$ cat src/hw/rtl/icmt_pkg.sv
// Shared types, constants and helpers for the I/O channel map table.
// Used by every module of the block; depends on nothing.
package icmt_pkg;

	// Table geometry and field widths.
	localparam int MAX_ENTRIES_DEF = 32;
	localparam int RESULT_CAP = 32;
	localparam int KW = $clog2(RESULT_CAP + 1);
	localparam int TOTAL_W = 13;
	localparam int GROW_STEPS = TOTAL_W - 3;
	localparam int STEP_W = $clog2(GROW_STEPS + 1);

	// Operation codes carried in the request.
	typedef enum logic [2:0] {
		MODE_ADD   = 3'd0,
		MODE_FIND  = 3'd1,
		MODE_READ  = 3'd2,
		MODE_LIST  = 3'd3,
		MODE_CLEAR = 3'd4
	} mode_t;

	typedef struct packed {
		mode_t       mode;
		logic [7:0]  node_id;
		logic [7:0]  module_id;
		logic [15:0] channel_id;
		logic [6:0]  size_bits;
		logic [15:0] byte_offset;
		logic [2:0]  bit_position;
		logic [4:0]  entry_index;
	} req_t;

	typedef struct packed {
		logic        found;
		logic [6:0]  out_size_bits;
		logic [15:0] out_byte_offset;
		logic [2:0]  out_bit_position;
		logic [5:0]  entry_count;
		logic [10:0] image_bytes;
		logic        table_full;
		logic        last;
	} rsp_t;

	// One stored table row.
	typedef struct packed {
		logic [7:0]  node_id;
		logic [7:0]  module_id;
		logic [15:0] channel_id;
		logic [6:0]  size_bits;
		logic [15:0] byte_offset;
		logic [2:0]  bit_position;
	} entry_t;

	// Controller states.
	typedef enum logic [2:0] {
		S_IDLE,
		S_DISPATCH,
		S_GROW,
		S_SCAN,
		S_CHECK,
		S_FINISH,
		S_OUT_MID,
		S_OUT
	} state_t;

	// What the output register takes.
	typedef enum logic [3:0] {
		OUT_NONE,
		OUT_ADD,
		OUT_FULL,
		OUT_ROW,
		OUT_MISS,
		OUT_CLEAR,
		OUT_PEND_MID,
		OUT_PEND_LAST,
		OUT_LIST_NONE
	} out_sel_t;

	typedef struct packed {
		logic     req_load;
		logic     tbl_write;
		logic     tbl_clear;
		logic     grow_go;
		logic     grow_sub;
		logic     add_commit;
		logic     list_commit;
		logic     idx_inc;
		logic     idx_load_read;
		out_sel_t out_sel;
	} cmd_t;

	typedef struct packed {
		mode_t mode;
		logic  add_full;
		logic  read_ok;
		logic  scan_more;
		logic  hit;
		logic  grow_done;
		logic  pend_valid;
	} stat_t;

	// Bit total rounded up to 32 bits, expressed in bytes.
	function automatic logic [10:0] image_of(logic [TOTAL_W-1:0] t);
		logic [TOTAL_W:0] sum;
		sum = {1'b0, t} + (TOTAL_W+1)'(31);
		return {sum[TOTAL_W:5], 2'b00};
	endfunction

endpackage

$ cat src/hw/rtl/io_channel_map_table.sv
// I/O channel map table, top level: joins the controller and the datapath.
// Depends on icmt_pkg, icmt_ctrl and icmt_dp.
//
// One request is handled at a time; req_ready is high only while idle.
// Add writes the row and updates the bit total; when the size is a nonzero
// multiple of 8, the total is first padded by a serial remainder unit that
// takes one bit a cycle over 10 bits. Clear, unused codes and a read past
// the stored entries answer straight from dispatch; a read of a stored row
// first fetches it through the registered memory port. Find and listing
// scan the table entry by entry through that port; a listing also updates
// the subset total for each match and waits for the transfer of each
// earlier match. Each result waits in an output register until
// transferred. No clearing pass is needed after reset.
module io_channel_map_table #(
	parameter int MAX_ENTRIES = icmt_pkg::MAX_ENTRIES_DEF
) (
	input  logic           clk,
	input  logic           arst_n,
	input  logic           req_valid,
	output logic           req_ready,
	input  icmt_pkg::req_t req,
	output logic           rsp_valid,
	input  logic           rsp_ready,
	output icmt_pkg::rsp_t rsp
);
	import icmt_pkg::*;

	cmd_t  cmd;
	stat_t stat;

	icmt_ctrl u_ctrl (
		.clk       (clk),
		.arst_n    (arst_n),
		.req_valid (req_valid),
		.req_ready (req_ready),
		.rsp_valid (rsp_valid),
		.rsp_ready (rsp_ready),
		.stat      (stat),
		.cmd       (cmd)
	);

	icmt_dp #(
		.MAX_ENTRIES (MAX_ENTRIES)
	) u_dp (
		.clk    (clk),
		.arst_n (arst_n),
		.req    (req),
		.cmd    (cmd),
		.stat   (stat),
		.rsp    (rsp)
	);

endmodule

$ cat src/hw/rtl/icmt_grow.sv
// Bit total update unit: pads the total up to a multiple of a byte-aligned
// size with a serial remainder, then adds the size. Depends on icmt_pkg.
module icmt_grow (
	input  logic                        clk,
	input  logic                        arst_n,
	input  logic                        start,
	input  logic [icmt_pkg::TOTAL_W-1:0] total_in,
	input  logic [6:0]                  size_in,
	output logic                        done,
	output logic [icmt_pkg::TOTAL_W-1:0] result
);
	import icmt_pkg::*;

	logic                busy_q;
	logic                done_q;
	logic [STEP_W-1:0]   cnt_q;
	logic [3:0]          r_q;
	logic [GROW_STEPS-1:0] sh_q;
	logic [TOTAL_W-1:0]  tot_q;
	logic [6:0]          size_q;
	logic [TOTAL_W-1:0]  res_q;

	logic [4:0]          r_sh;
	logic [4:0]          r_nx;
	logic [6:0]          rem;
	logic [6:0]          pad;
	logic [TOTAL_W-1:0]  fin;
	logic                pad_need;

	// One restoring remainder step on the total in units of bytes.
	always_comb begin
		r_sh = {r_q, sh_q[GROW_STEPS-1]};
		if (r_sh >= {1'b0, size_q[6:3]}) begin
			r_nx = r_sh - {1'b0, size_q[6:3]};
		end else begin
			r_nx = r_sh;
		end
		rem = {r_nx[3:0], tot_q[2:0]};
		pad = (rem != 7'd0) ? (size_q - rem) : 7'd0;
		fin = tot_q + TOTAL_W'(pad) + TOTAL_W'(size_q);
		pad_need = (size_in != 7'd0) && (size_in[2:0] == 3'd0);
	end

	// Control of the iteration.
	always_ff @(posedge clk or negedge arst_n) begin
		if (!arst_n) begin
			busy_q <= 1'b0;
			done_q <= 1'b0;
			cnt_q  <= '0;
		end else begin
			done_q <= 1'b0;
			if (start) begin
				if (pad_need) begin
					busy_q <= 1'b1;
					cnt_q  <= STEP_W'(GROW_STEPS);
				end else begin
					done_q <= 1'b1;
				end
			end else if (busy_q) begin
				cnt_q <= cnt_q - STEP_W'(1);
				if (cnt_q == STEP_W'(1)) begin
					busy_q <= 1'b0;
					done_q <= 1'b1;
				end
			end
		end
	end

	// Operand and result registers.
	always_ff @(posedge clk) begin
		if (start) begin
			tot_q  <= total_in;
			size_q <= size_in;
			r_q    <= 4'd0;
			sh_q   <= total_in[TOTAL_W-1:3];
			res_q  <= total_in + TOTAL_W'(size_in);
		end else if (busy_q) begin
			r_q  <= r_nx[3:0];
			sh_q <= {sh_q[GROW_STEPS-2:0], 1'b0};
			if (cnt_q == STEP_W'(1)) begin
				res_q <= fin;
			end
		end
	end

	assign done   = done_q;
	assign result = res_q;

endmodule

$ cat src/hw/rtl/icmt_dp.sv
// Datapath: request register, entry memory, counters, bit totals and the
// result registers. Depends on icmt_pkg and icmt_grow.
module icmt_dp #(
	parameter int MAX_ENTRIES = icmt_pkg::MAX_ENTRIES_DEF
) (
	input  logic            clk,
	input  logic            arst_n,
	input  icmt_pkg::req_t  req,
	input  icmt_pkg::cmd_t  cmd,
	output icmt_pkg::stat_t stat,
	output icmt_pkg::rsp_t  rsp
);
	import icmt_pkg::*;

	localparam int CW = $clog2(MAX_ENTRIES + 1);
	localparam int AW = (MAX_ENTRIES > 1) ? $clog2(MAX_ENTRIES) : 1;

	entry_t             mem [MAX_ENTRIES];
	entry_t             rd_q;
	req_t               req_q;
	logic [CW-1:0]      count_q;
	logic [CW-1:0]      idx_q;
	logic [KW-1:0]      k_q;
	logic [TOTAL_W-1:0] total_q;
	logic [TOTAL_W-1:0] sub_q;
	rsp_t               pend_q;
	logic               pend_v_q;
	rsp_t               out_q;

	logic               grow_done;
	logic [TOTAL_W-1:0] grow_res;
	logic [TOTAL_W-1:0] grow_tot;
	logic [6:0]         grow_size;
	logic [CW-1:0]      count_inc;
	rsp_t               row_rsp;
	rsp_t               base_rsp;
	rsp_t               pend_nx;
	rsp_t               out_nx;

	icmt_grow u_grow (
		.clk      (clk),
		.arst_n   (arst_n),
		.start    (cmd.grow_go),
		.total_in (grow_tot),
		.size_in  (grow_size),
		.done     (grow_done),
		.result   (grow_res)
	);

	// Operand select for the total unit and common result shapes.
	always_comb begin
		grow_tot  = cmd.grow_sub ? sub_q : total_q;
		grow_size = cmd.grow_sub ? rd_q.size_bits : req_q.size_bits;
		count_inc = count_q + CW'(1);

		base_rsp = '0;
		base_rsp.entry_count = 6'(count_q);
		base_rsp.image_bytes = image_of(total_q);
		base_rsp.last        = 1'b1;

		row_rsp = base_rsp;
		row_rsp.found            = 1'b1;
		row_rsp.out_size_bits    = rd_q.size_bits;
		row_rsp.out_byte_offset  = rd_q.byte_offset;
		row_rsp.out_bit_position = rd_q.bit_position;
	end

	// Status toward the controller.
	always_comb begin
		stat.mode       = req_q.mode;
		stat.add_full   = (count_q >= CW'(MAX_ENTRIES));
		stat.read_ok    = ({2'b00, req_q.entry_index} < 7'(count_q));
		stat.scan_more  = (idx_q < count_q) &&
			((req_q.mode != MODE_LIST) || (k_q < KW'(RESULT_CAP)));
		if (req_q.mode == MODE_LIST) begin
			stat.hit = (rd_q.node_id == req_q.node_id) &&
				(rd_q.module_id == req_q.module_id);
		end else if (req_q.mode == MODE_FIND) begin
			stat.hit = (rd_q.node_id == req_q.node_id) &&
				(rd_q.module_id == req_q.module_id) &&
				(rd_q.channel_id == req_q.channel_id);
		end else begin
			stat.hit = 1'b1;
		end
		stat.grow_done  = grow_done;
		stat.pend_valid = pend_v_q;
	end

	// Entry memory with registered read.
	always_ff @(posedge clk) begin
		if (cmd.tbl_write) begin
			mem[count_q[AW-1:0]] <= '{
				node_id:      req_q.node_id,
				module_id:    req_q.module_id,
				channel_id:   req_q.channel_id,
				size_bits:    req_q.size_bits,
				byte_offset:  req_q.byte_offset,
				bit_position: req_q.bit_position
			};
		end
		rd_q <= mem[idx_q[AW-1:0]];
	end

	// Table bookkeeping and scan control.
	always_ff @(posedge clk or negedge arst_n) begin
		if (!arst_n) begin
			count_q  <= '0;
			total_q  <= '0;
			idx_q    <= '0;
			k_q      <= '0;
			sub_q    <= '0;
			pend_v_q <= 1'b0;
		end else begin
			if (cmd.req_load) begin
				idx_q    <= '0;
				k_q      <= '0;
				sub_q    <= '0;
				pend_v_q <= 1'b0;
			end
			if (cmd.idx_load_read) begin
				idx_q <= CW'(req_q.entry_index);
			end
			if (cmd.idx_inc) begin
				idx_q <= idx_q + CW'(1);
			end
			if (cmd.tbl_clear) begin
				count_q <= '0;
				total_q <= '0;
			end
			if (cmd.add_commit) begin
				count_q <= count_inc;
				total_q <= grow_res;
			end
			if (cmd.list_commit) begin
				sub_q    <= grow_res;
				k_q      <= k_q + KW'(1);
				idx_q    <= idx_q + CW'(1);
				pend_v_q <= 1'b1;
			end
		end
	end

	// Next values of the pending listing result and the output register.
	always_comb begin
		pend_nx             = row_rsp;
		pend_nx.image_bytes = image_of(grow_res);
		pend_nx.last        = 1'b0;

		out_nx = out_q;
		unique case (cmd.out_sel)
			OUT_NONE: begin
			end
			OUT_ADD: begin
				out_nx                  = base_rsp;
				out_nx.found            = 1'b1;
				out_nx.out_size_bits    = req_q.size_bits;
				out_nx.out_byte_offset  = req_q.byte_offset;
				out_nx.out_bit_position = req_q.bit_position;
				out_nx.entry_count      = 6'(count_inc);
				out_nx.image_bytes      = image_of(grow_res);
			end
			OUT_FULL: begin
				out_nx            = base_rsp;
				out_nx.table_full = 1'b1;
			end
			OUT_ROW: begin
				out_nx = row_rsp;
			end
			OUT_MISS: begin
				out_nx = base_rsp;
			end
			OUT_CLEAR: begin
				out_nx      = '0;
				out_nx.last = 1'b1;
			end
			OUT_PEND_MID: begin
				out_nx = pend_q;
			end
			OUT_PEND_LAST: begin
				out_nx      = pend_q;
				out_nx.last = 1'b1;
			end
			OUT_LIST_NONE: begin
				out_nx             = base_rsp;
				out_nx.image_bytes = '0;
			end
			default: begin
			end
		endcase
	end

	// Request, pending listing result and output registers.
	always_ff @(posedge clk) begin
		if (cmd.req_load) begin
			req_q <= req;
		end
		if (cmd.list_commit) begin
			pend_q <= pend_nx;
		end
		out_q <= out_nx;
	end

	assign rsp = out_q;

endmodule

$ cat src/hw/rtl/icmt_ctrl.sv
// Controller state machine: sequences each request through dispatch, table
// scan, total update and result transfer. Depends on icmt_pkg.
module icmt_ctrl (
	input  logic            clk,
	input  logic            arst_n,
	input  logic            req_valid,
	output logic            req_ready,
	output logic            rsp_valid,
	input  logic            rsp_ready,
	input  icmt_pkg::stat_t stat,
	output icmt_pkg::cmd_t  cmd
);
	import icmt_pkg::*;

	state_t state_q;
	state_t state_nx;

	// State register.
	always_ff @(posedge clk or negedge arst_n) begin
		if (!arst_n) begin
			state_q <= S_IDLE;
		end else begin
			state_q <= state_nx;
		end
	end

	// Next state.
	always_comb begin
		state_nx = state_q;
		unique case (state_q)
			S_IDLE: begin
				if (req_valid) state_nx = S_DISPATCH;
			end
			S_DISPATCH: begin
				unique case (stat.mode)
					MODE_ADD:  state_nx = stat.add_full ? S_OUT : S_GROW;
					MODE_FIND: state_nx = S_SCAN;
					MODE_LIST: state_nx = S_SCAN;
					MODE_READ: state_nx = stat.read_ok ? S_SCAN : S_OUT;
					default:   state_nx = S_OUT;
				endcase
			end
			S_GROW: begin
				if (stat.grow_done) begin
					if (stat.mode == MODE_LIST) begin
						state_nx = stat.pend_valid ? S_OUT_MID : S_SCAN;
					end else begin
						state_nx = S_OUT;
					end
				end
			end
			S_SCAN: begin
				state_nx = stat.scan_more ? S_CHECK : S_FINISH;
			end
			S_CHECK: begin
				if (!stat.hit) begin
					state_nx = S_SCAN;
				end else if (stat.mode == MODE_LIST) begin
					state_nx = S_GROW;
				end else begin
					state_nx = S_OUT;
				end
			end
			S_FINISH: begin
				state_nx = S_OUT;
			end
			S_OUT_MID: begin
				if (rsp_ready) state_nx = S_SCAN;
			end
			S_OUT: begin
				if (rsp_ready) state_nx = S_IDLE;
			end
			default: begin
				state_nx = S_IDLE;
			end
		endcase
	end

	// Commands to the datapath.
	always_comb begin
		cmd = '0;
		cmd.out_sel = OUT_NONE;
		unique case (state_q)
			S_IDLE: begin
				cmd.req_load = req_valid;
			end
			S_DISPATCH: begin
				unique case (stat.mode)
					MODE_ADD: begin
						if (stat.add_full) begin
							cmd.out_sel = OUT_FULL;
						end else begin
							cmd.tbl_write = 1'b1;
							cmd.grow_go   = 1'b1;
						end
					end
					MODE_READ: begin
						if (stat.read_ok) begin
							cmd.idx_load_read = 1'b1;
						end else begin
							cmd.out_sel = OUT_MISS;
						end
					end
					MODE_CLEAR: begin
						cmd.tbl_clear = 1'b1;
						cmd.out_sel   = OUT_CLEAR;
					end
					MODE_FIND, MODE_LIST: begin
					end
					default: begin
						cmd.out_sel = OUT_MISS;
					end
				endcase
			end
			S_GROW: begin
				if (stat.grow_done) begin
					if (stat.mode == MODE_LIST) begin
						cmd.list_commit = 1'b1;
						if (stat.pend_valid) cmd.out_sel = OUT_PEND_MID;
					end else begin
						cmd.add_commit = 1'b1;
						cmd.out_sel    = OUT_ADD;
					end
				end
			end
			S_CHECK: begin
				if (!stat.hit) begin
					cmd.idx_inc = 1'b1;
				end else if (stat.mode == MODE_LIST) begin
					cmd.grow_go  = 1'b1;
					cmd.grow_sub = 1'b1;
				end else begin
					cmd.out_sel = OUT_ROW;
				end
			end
			S_FINISH: begin
				if (stat.mode == MODE_LIST) begin
					cmd.out_sel = stat.pend_valid ? OUT_PEND_LAST : OUT_LIST_NONE;
				end else begin
					cmd.out_sel = OUT_MISS;
				end
			end
			S_SCAN, S_OUT_MID, S_OUT: begin
			end
			default: begin
			end
		endcase
	end

	assign req_ready = (state_q == S_IDLE);
	assign rsp_valid = (state_q == S_OUT) || (state_q == S_OUT_MID);

`ifndef SYNTH
	a_no_overlap: assert property (@(posedge clk) disable iff (!arst_n)
		rsp_valid |-> !req_ready)
		else $error("request taken while a result is pending");
	a_grow_wait: assert property (@(posedge clk) disable iff (!arst_n)
		(state_q == S_GROW && !stat.grow_done) |=> (state_q == S_GROW))
		else $error("left total update before it finished");
	a_write_ok: assert property (@(posedge clk) disable iff (!arst_n)
		cmd.tbl_write |-> (stat.mode == MODE_ADD && !stat.add_full))
		else $error("table write outside a legal add");
	a_out_hold: assert property (@(posedge clk) disable iff (!arst_n)
		(state_q == S_OUT && !rsp_ready) |=> (state_q == S_OUT))
		else $error("result dropped before transfer");
`endif

endmodule

$ cat config.mk
export PLATFORM = sky130hd
export DESIGN_NAME = io_channel_map_table
export DESIGN_NICKNAME = d
export VERILOG_FILES = /design/src/hw/rtl/icmt_pkg.sv /design/src/hw/rtl/io_channel_map_table.sv /design/src/hw/rtl/icmt_grow.sv /design/src/hw/rtl/icmt_dp.sv /design/src/hw/rtl/icmt_ctrl.sv
export SDC_FILE = /design/constraint.sdc
export NUM_CORES = 2
export LEC_CHECK = 0
export BUFFER_PORTS_ARGS = -buffer_cell sky130_fd_sc_hd__buf_2
export CORE_UTILIZATION = 55
export CTS_CLUSTER_SIZE = 16
export DETAILED_ROUTE_END_ITERATION = 16
export PLACE_DENSITY = 0.71
export REMOVE_ABC_BUFFERS = 1
export SLEW_MARGIN = 20
export SYNTH_ARGS = -nofsm -noshare
export SYNTH_HDL_FRONTEND = slang
export SYNTH_SLANG_ARGS = --single-unit
$ cat constraint.sdc
create_clock -name clk -period 13.45 [get_ports clk]
set_input_delay 0.6725 -clock clk [delete_from_list [all_inputs] [get_ports clk]]
set_output_delay 0.6725 -clock clk [all_outputs]
set_load 0.1 [all_outputs]
Word level (Yosys, flattened, before mapping)
Memory sizes are Yosys's and may differ from the RTL's. A register that Yosys moved wholly into a read port is not among the register bits.
Cells that the tools add are included.
Widths: inputs -> output; s select.
{"block": "totals", "mem_count": 1, "output_inout_bits": 48, "register_bits": 254, "mem_bits_rw": 1856, "wordCells": 183}
{"memory": "u_dp.mem", "words": 32, "word_bits": 58, "rd": 1, "rd_clocked_by_memory_dff": 1, "wr": 1, "line": "icmt_dp.sv:18", "text": "entry_t mem [MAX_ENTRIES];"}
{"block": "op_classes", "n_reduce_logical": 21, "addsub": 11, "eq_ne": 29, "magnitude_cmp": 5, "n_mux": 80}
{"operator": "$pmux 46 s8", "n": 1}
{"operator": "$mux 13", "n": 8}
{"operator": "$mux 6", "n": 7}
{"operator": "$add 13x7->13", "n": 3}
{"operator": "$mux 3", "n": 12}
{"operator": "$mux 4", "n": 9}
{"operator": "$pmux 4 s4", "n": 2}
{"operator": "$add 13x5->14 const B", "n": 2}
{"operator": "$mux 1", "n": 27}
{"operator": "$pmux 3 s8", "n": 1}
{"operator": "$mux 10", "n": 2}
{"operator": "$add 6x1->6 const B", "n": 3}
{"operator": "$eq 16x16->1", "n": 1}
{"operator": "$eq 4x3->1 const B", "n": 4}
{"operator": "$eq 8x8->1", "n": 2}
{"operator": "$eq 3x3->1 const B", "n": 5}
{"operator": "$mux 2", "n": 7}
{"operator": "$mux 7", "n": 2}
{"operator": "$reduce_bool 7->1", "n": 2}
{"operator": "$eq 3x2->1 const B", "n": 4}
{"operator": "$logic_not 3->1", "n": 3}
{"operator": "$pmux 3 s3", "n": 1}
{"operator": "$eq 4x1->1 const B", "n": 2}
{"operator": "$eq 4x2->1 const B", "n": 2}
{"operator": "other kinds (22)", "n": 34}

Depth between registers and ports, before layout
{"block": "depth", "depth_word": 12, "ltp_mapped": 22, "depth_no_buf": 21}

Hierarchy
A second synthesis with hierarchy kept.
{"block": "hier_totals", "cells_unflattened": 4136, "area_unflattened_um2": 83642.7}
{"mod": "icmt_dp", "seq_area_each_um2": 62555.0, "area_each_um2": 79715.2, "instances": 1, "cells_each": 3768}
{"mod": "icmt_grow", "seq_area_each_um2": 1521.5, "area_each_um2": 3415.8, "instances": 1, "cells_each": 307}
{"mod": "icmt_ctrl", "seq_area_each_um2": 75.1, "area_each_um2": 511.7, "instances": 1, "cells_each": 61}

Worst setup path after synthesis
Ideal clock, no wire load.
{"block": "synth_timing", "path_kind": "register -> register", "from": "register u_ctrl.state_q[0]", "to": "register u_dp.sub_q[10]", "setup_ps": 124, "stages_incl_launch_ff": 7, "required_time_ps": 13326, "synth_period_minus_slack_ps": 6344, "t_arrival_ps": 6220, "setup_slack_ps": 7106, "path_cell_list": "dfrtp_1 -> clkbuf_1 -> nor3_1 -> and2_0 -> nor2_1 -> clkbuf_1 -> a22o_1"}
{"item": "from (decl)", "line": "icmt_ctrl.sv:15", "text": "state_t state_q;"}
{"item": "from (signal assigned)", "line": "icmt_ctrl.sv:23", "text": "state_q <= state_nx;"}
{"item": "to (signal assigned)", "line": "icmt_dp.sv:135", "text": "sub_q <= grow_res;"}
{"item": "to (decl)", "line": "icmt_dp.sv:25", "text": "logic [TOTAL_W-1:0] sub_q;"}

Worst setup path after layout
{"block": "layout_timing", "from": "register u_dp.req_q[53] in the netlist's numbering", "to": "register u_dp.u_grow.res_q[8] (netlist: u_dp.u_grow.result[8]) (data pin)"}
{"block": "layout_via", "elab_chain_cells": 10, "elab_cells_between_ends": 12, "classes_between": "add/sub: 1; eq/ne: 1; mux: 8; reduce/logical: 2"}
{"item": "from (decl)", "line": "icmt_dp.sv:20", "text": "req_t req_q;"}
{"item": "from (signal assigned)", "line": "icmt_dp.sv:195", "text": "req_q <= req;"}
{"item": "$eq 8x8->1 *", "line": "icmt_dp.sv:77, icmt_dp.sv:80"}
{"item": "$logic_and 1x1->1 *", "line": "icmt_dp.sv:76, icmt_dp.sv:79"}
{"item": "$logic_and 1x1->1", "line": "icmt_dp.sv:80", "text": "(rd_q.module_id == req_q.module_id) &&"}
{"item": "$mux 1", "line": "icmt_dp.sv:78", "text": "end else if (req_q.mode == MODE_FIND) begin"}
{"item": "$mux 1 *", "line": "icmt_dp.sv:75", "text": "if (req_q.mode == MODE_LIST) begin"}
{"item": "$mux 2 *", "line": "icmt_ctrl.sv:127", "text": "if (!stat.hit) begin"}
{"item": "$mux 1 *", "line": "icmt_ctrl.sv:83", "text": "unique case (state_q)"}
{"item": "$mux 7 *", "line": "icmt_dp.sv:53", "text": "grow_size = cmd.grow_sub ? rd_q.size_bits : req_q.size_bits;"}
{"item": "net u_dp.grow_size[0]", "line": "icmt_dp.sv:33", "text": "logic [6:0] grow_size;"}
{"item": "$add 13x7->13 *", "line": "icmt_grow.sv:76", "text": "res_q <= total_in + TOTAL_W'(size_in);"}
{"item": "$mux 13 *", "line": "icmt_grow.sv:71", "text": "if (start) begin"}
{"item": "to (signal assigned)", "line": "icmt_grow.sv:76"}
{"item": "to (signal assigned)", "line": "icmt_grow.sv:81", "text": "res_q <= fin;"}
{"item": "to (decl)", "line": "icmt_grow.sv:21", "text": "logic [TOTAL_W-1:0] res_q;"}
The timed path passes the listed nets; every way through them passes the cells marked *.
A chain may end at the register's enable or synchronous reset.

==> results.yml <==
run_status:
  status: "finished clean"
route:
  drt_iter0_drc: 5237
  wl_met1_um: 76700
  wl_met3_um: 19500
  post_drt_wl_per_cell_um: 31.8
  vias_per_cell: 6.45
  vias: 39800
  wl_met2_um: 95200
  wirelength_um: 197000
  drc: 0
  top_layer: "met5"
  antenna_left: 0
  dr.pass1.iters: 8
critical_path:
  path_delay_family: "simple AND/OR/NAND/NOR gates"
  reg2reg_setup_slack_ns: 7.66
  path_buf_inv: 2
  arrival_ns: 6.32
  critPathCaptureType: "register"
  crit_cells: 17
  critPathMaxStageDelay_ns: 0.98
  timing.rr.start: "u_dp.req_q[53]"
  start_kind: "register"
  cpMostUsedCell: "o21ai_0"
  crit_slowest_cell: "edfxtp_1"
  critical_path_class: "reg -> reg"
  endpoint: "u_dp.u_grow.result[8]"
  path_cells: "xnor2_1 > nand4_1 > nor4_4 > nor3b_4 > buf_4 > mux2_1 > ha_1 > inv_1 > fa_1 > nor2b_1 > o21ai_0 > a21boi_0 > o21ai_0 > a21boi_0 > o21ai_0 > xnor2_1 > a21oi_1"
  worstPathMaxFanout: 33
  required_ns: 13.97
  r2r-end: "u_dp.u_grow.result[8]"
  crit_start: "u_dp.req_q[53]"
  reg2reg_depth: 17
clocking:
  clk_latency_ns: 0.83
  cts_root_buffer: "clkbuf_16"
  clockBufferDepth: 3
  htreeDepth: 4
  cts_sinks: 2166
  numCtsBuffers: 209
  clk_pin_slew_ns: 0.06
  cts_resized: 0
  cts_tree: "built"
sta:
  slew_headroom_pct: 21.0
  whs_ns: 0.0697
  fmax_mhz: 173
  tightest_slew_ns: 1.18
  worst_slack_ns: 7.66
  fin_crit_sh_pct: 43.1
  final-hold-violation-count: 0
  drv_slew: 0
  rsz0062_at_grt: "false"
  fin_worst_skew_ns: 0.0194
  setup_viol: 0
  min_period_ns: 5.79
placed_design:
  io_buffers: 115
  place_ws_ns: 7.51
  gp_congestion: 0.804
  hpwl_um: 97800
final_layout:
  nets: 4092
  final_util_pct: 62.7
  drive_gt1_share_pct: 29.7
  area_growth_pct: 12.8
  nFillCells: 9907
yosys:
  avgSynthCellArea_sq_um: 22.7
  netlist_area_sq_um: 83400
  netlist_instances: 3676
  ys_ff_latch: 2166
  ys_seq_area_share_pct: 76.9
  synth_edf_count: 2050
  ys.flop_type: "edfxtp_1"
  ys_warn_count: 0
  async_reset_ff_share_pct: 2.49
  yosysUniqueCellTypes: 74
grt:
  grt_max_degree: 149
  grt_pass1_wl_um: 281000
  grt_pass1_vias: 39700
  track_usage_pct: 26.1
  antenna_found_initial: 6
  overflow: 0
power_and_ir_drop:
  intPower_mw: 13.0
  power.leakage_nw: 29.5
  totalPowerFinal_mw: 17.9
  comb_power_share_pct: 22.7
  powerDensity_nw_per_um2: 190
  seqPwrFrac_pct: 44.9
  switching_share_pct: 27.6
  power.switching_mw: 4.95
  clkPwrFrac_pct: 32.3
  ir_drop_v: 0.000126
floorplan:
  start_util_pct: 55.5
  die_height_um: 391
  rows: 142
  die_area_sq_um: 153000
  coreArea_sq_um: 150000
  io_pins: 118
  die_w_um: 391
hold_path:
  hold_class: "in -> reg"
  min_path_cells: 1
run:
  drv_cap: 0
-- metal layers --
metal  vias up  global-route usage (%)
li1      16100                       -
met1     21200                    37.1
met2      2171                    41.1
met3       326                    5.91
met4         4                    7.33
met5         -                       0
-- power groups by stage --
stage	clock network [mW]	registers, mW	logic [mW]
2_1_floorplan	0	8.89	3.76
4_1_cts	5.87	8.05	4.12
3_3_place_gp	0	8.18	4.06
5_1_grt	6.12	8.08	4.34
3_5_place_dp	0	8.19	4.08
6_report	5.79	8.05	4.07
-- metrics by stage --
step / setup TNS (ns) / instance area [sq um] / cells
after floorplan: -358.17 / 82600 / 3503
after global placement: 0 / 86800 / 5734
after detailed placement: 0 / 86800 / 5734
after CTS: 0 / 94000 / 6168
after global routing: 0 / 94100 / 6170
final: 0 / 94100 / 6172
-- flip-flops by register name, indices dropped and copies added (netlist names) --
register	cells
u_dp.mem	1856
u_dp.req_q	63
u_dp.rsp	44
u_dp.pend_q	41
u_dp.rd_q	32
u_dp.pend_nx	26
u_dp.sub_q	13
u_dp.total_q	13
u_dp.u_grow.result	13
u_dp.u_grow.tot_q	13
u_dp.u_grow.sh_q	10
u_dp.u_grow.size_q	7
u_dp.count_q	6
u_dp.idx_q	6
u_dp.k_q	6
u_dp.u_grow.cnt_q	4
u_dp.u_grow.r_q	4
u_ctrl.state_q	3
u_dp.stat	3
u_dp.pend_v_q	1
u_dp.u_grow.busy_q	1
u_dp.u_grow.done	1
-- what timing repair did --
| item | 4_1_cts | 5_1_grt |
|---|---|---|
| setup endpoints to repair | 0 | 0 |
| endpoints found under the hold margin | 68 | 0 |
| setup buffers | 0 | 0 |
| hold buffers | 42 | 0 |
-- cells in the final DEF (no fill, tap or decap), types with 23 or more instances in the layout --
cell type | synthesis | layout
nor2_4 | 0 | 33
clkinv_1 | 0 | 29
nand3_1 | 23 | 23
nand2_1 | 54 | 53
o21ai_1 | 24 | 24
xnor2_1 | 58 | 58
a222oi_1 | 27 | 27
inv_1 | 60 | 59
mux4_2 | 580 | 580
dlygate4sd3_1 | 0 | 42
nor2_1 | 106 | 74
buf_4 | 3 | 96
clkbuf_1 | 93 | 52
edfxtp_1 | 2050 | 2050
clkinv_2 | 0 | 34
dfrtp_1 | 54 | 49
buf_2 | 57 | 115
a22o_1 | 28 | 28
a21oi_1 | 29 | 28
ha_1 | 39 | 39
mux2_2 | 68 | 68
dfxtp_1 | 62 | 62
clkbuf_16 | 0 | 212
o21ai_0 | 29 | 29
-- cells in the mapped netlist (13+ instances only) --
cell type / instances / area share, %
a22o_1: 28 / 0.29
inv_1: 60 / 0.27
a21oi_1: 29 / 0.17
dfrtp_1: 54 / 1.6
dfxtp_1: 62 / 1.5
nand3_1: 23 / 0.14
xnor2_1: 58 / 0.61
edfxtp_1: 2050 / 74
clkbuf_1: 93 / 0.42
mux2_2: 68 / 0.92
buf_1: 18 / 0.081
a222oi_1: 27 / 0.32
nand4_1: 16 / 0.12
ha_1: 39 / 0.59
mux4_2: 580 / 16
xor2_1: 17 / 0.18
a22oi_1: 13 / 0.12
nor2_1: 106 / 0.48
nand2_1: 54 / 0.24
o21ai_0: 29 / 0.17
buf_2: 57 / 0.34
o21ai_1: 24 / 0.14
nor3_1: 15 / 0.090
-- logic make-up (layout without fill, tap and decap cells) --
| family | count (synthesis) | after routing | synth area share (%) |
|---|---|---|---|
| buf+inv | 238 | 714 | 1.20 |
| fa+ha+maj | 51 | 51 | 0.861 |
| mux | 667 | 667 | 16.8 |
| xor+xnor | 75 | 75 | 0.788 |
| flops | 2166 | 2166 | 76.9 |
| compound gates | 212 | 212 | 1.86 |
| simple gates | 266 | 266 | 1.51 |
| other cells | 1 | 5 | 0.00450 |
-- final cells by class --
type	instances	area [sq um]	area share, %
clock inverters	107	1020	1.09
well taps	2016	2520	2.68
clock buffers	285	5790	6.15
inverters	64	240	0.255
multi-input cells	1273	18500	19.7
repair buffers	258	1810	1.92
flip-flops and latches	2166	64200	68.2
diodes	3	7.51	0.00798
-- worst reg2reg max path: stages, from the launching register on --
cell and delay (ns):
edfxtp_1 0.98, xnor2_1 0.23, nand4_1 0.27, nor4_4 0.84, nor3b_4 0.30, buf_4 0.40
mux2_1 0.26, ha_1 0.18, inv_1 0.05, fa_1 0.40, nor2b_1 0.12, o21ai_0 0.10
a21boi_0 0.29, o21ai_0 0.16, a21boi_0 0.47, o21ai_0 0.19, xnor2_1 0.18, a21oi_1 0.09
-- worst min path at each step --
stage | startpoint | end
after floorplan | arst_n | u_ctrl.state_q[0]
after global placement | u_dp.pend_nx[20] | u_dp.pend_q[20]
after detailed placement | u_dp.pend_nx[24] | u_dp.pend_q[24]
after CTS | req[50] | u_dp.req_q[50]
after global routing | req[36] | u_dp.req_q[36]
final | req[54] | u_dp.req_q[54]
No activity file was read; power rests on OpenSTA's default activity.
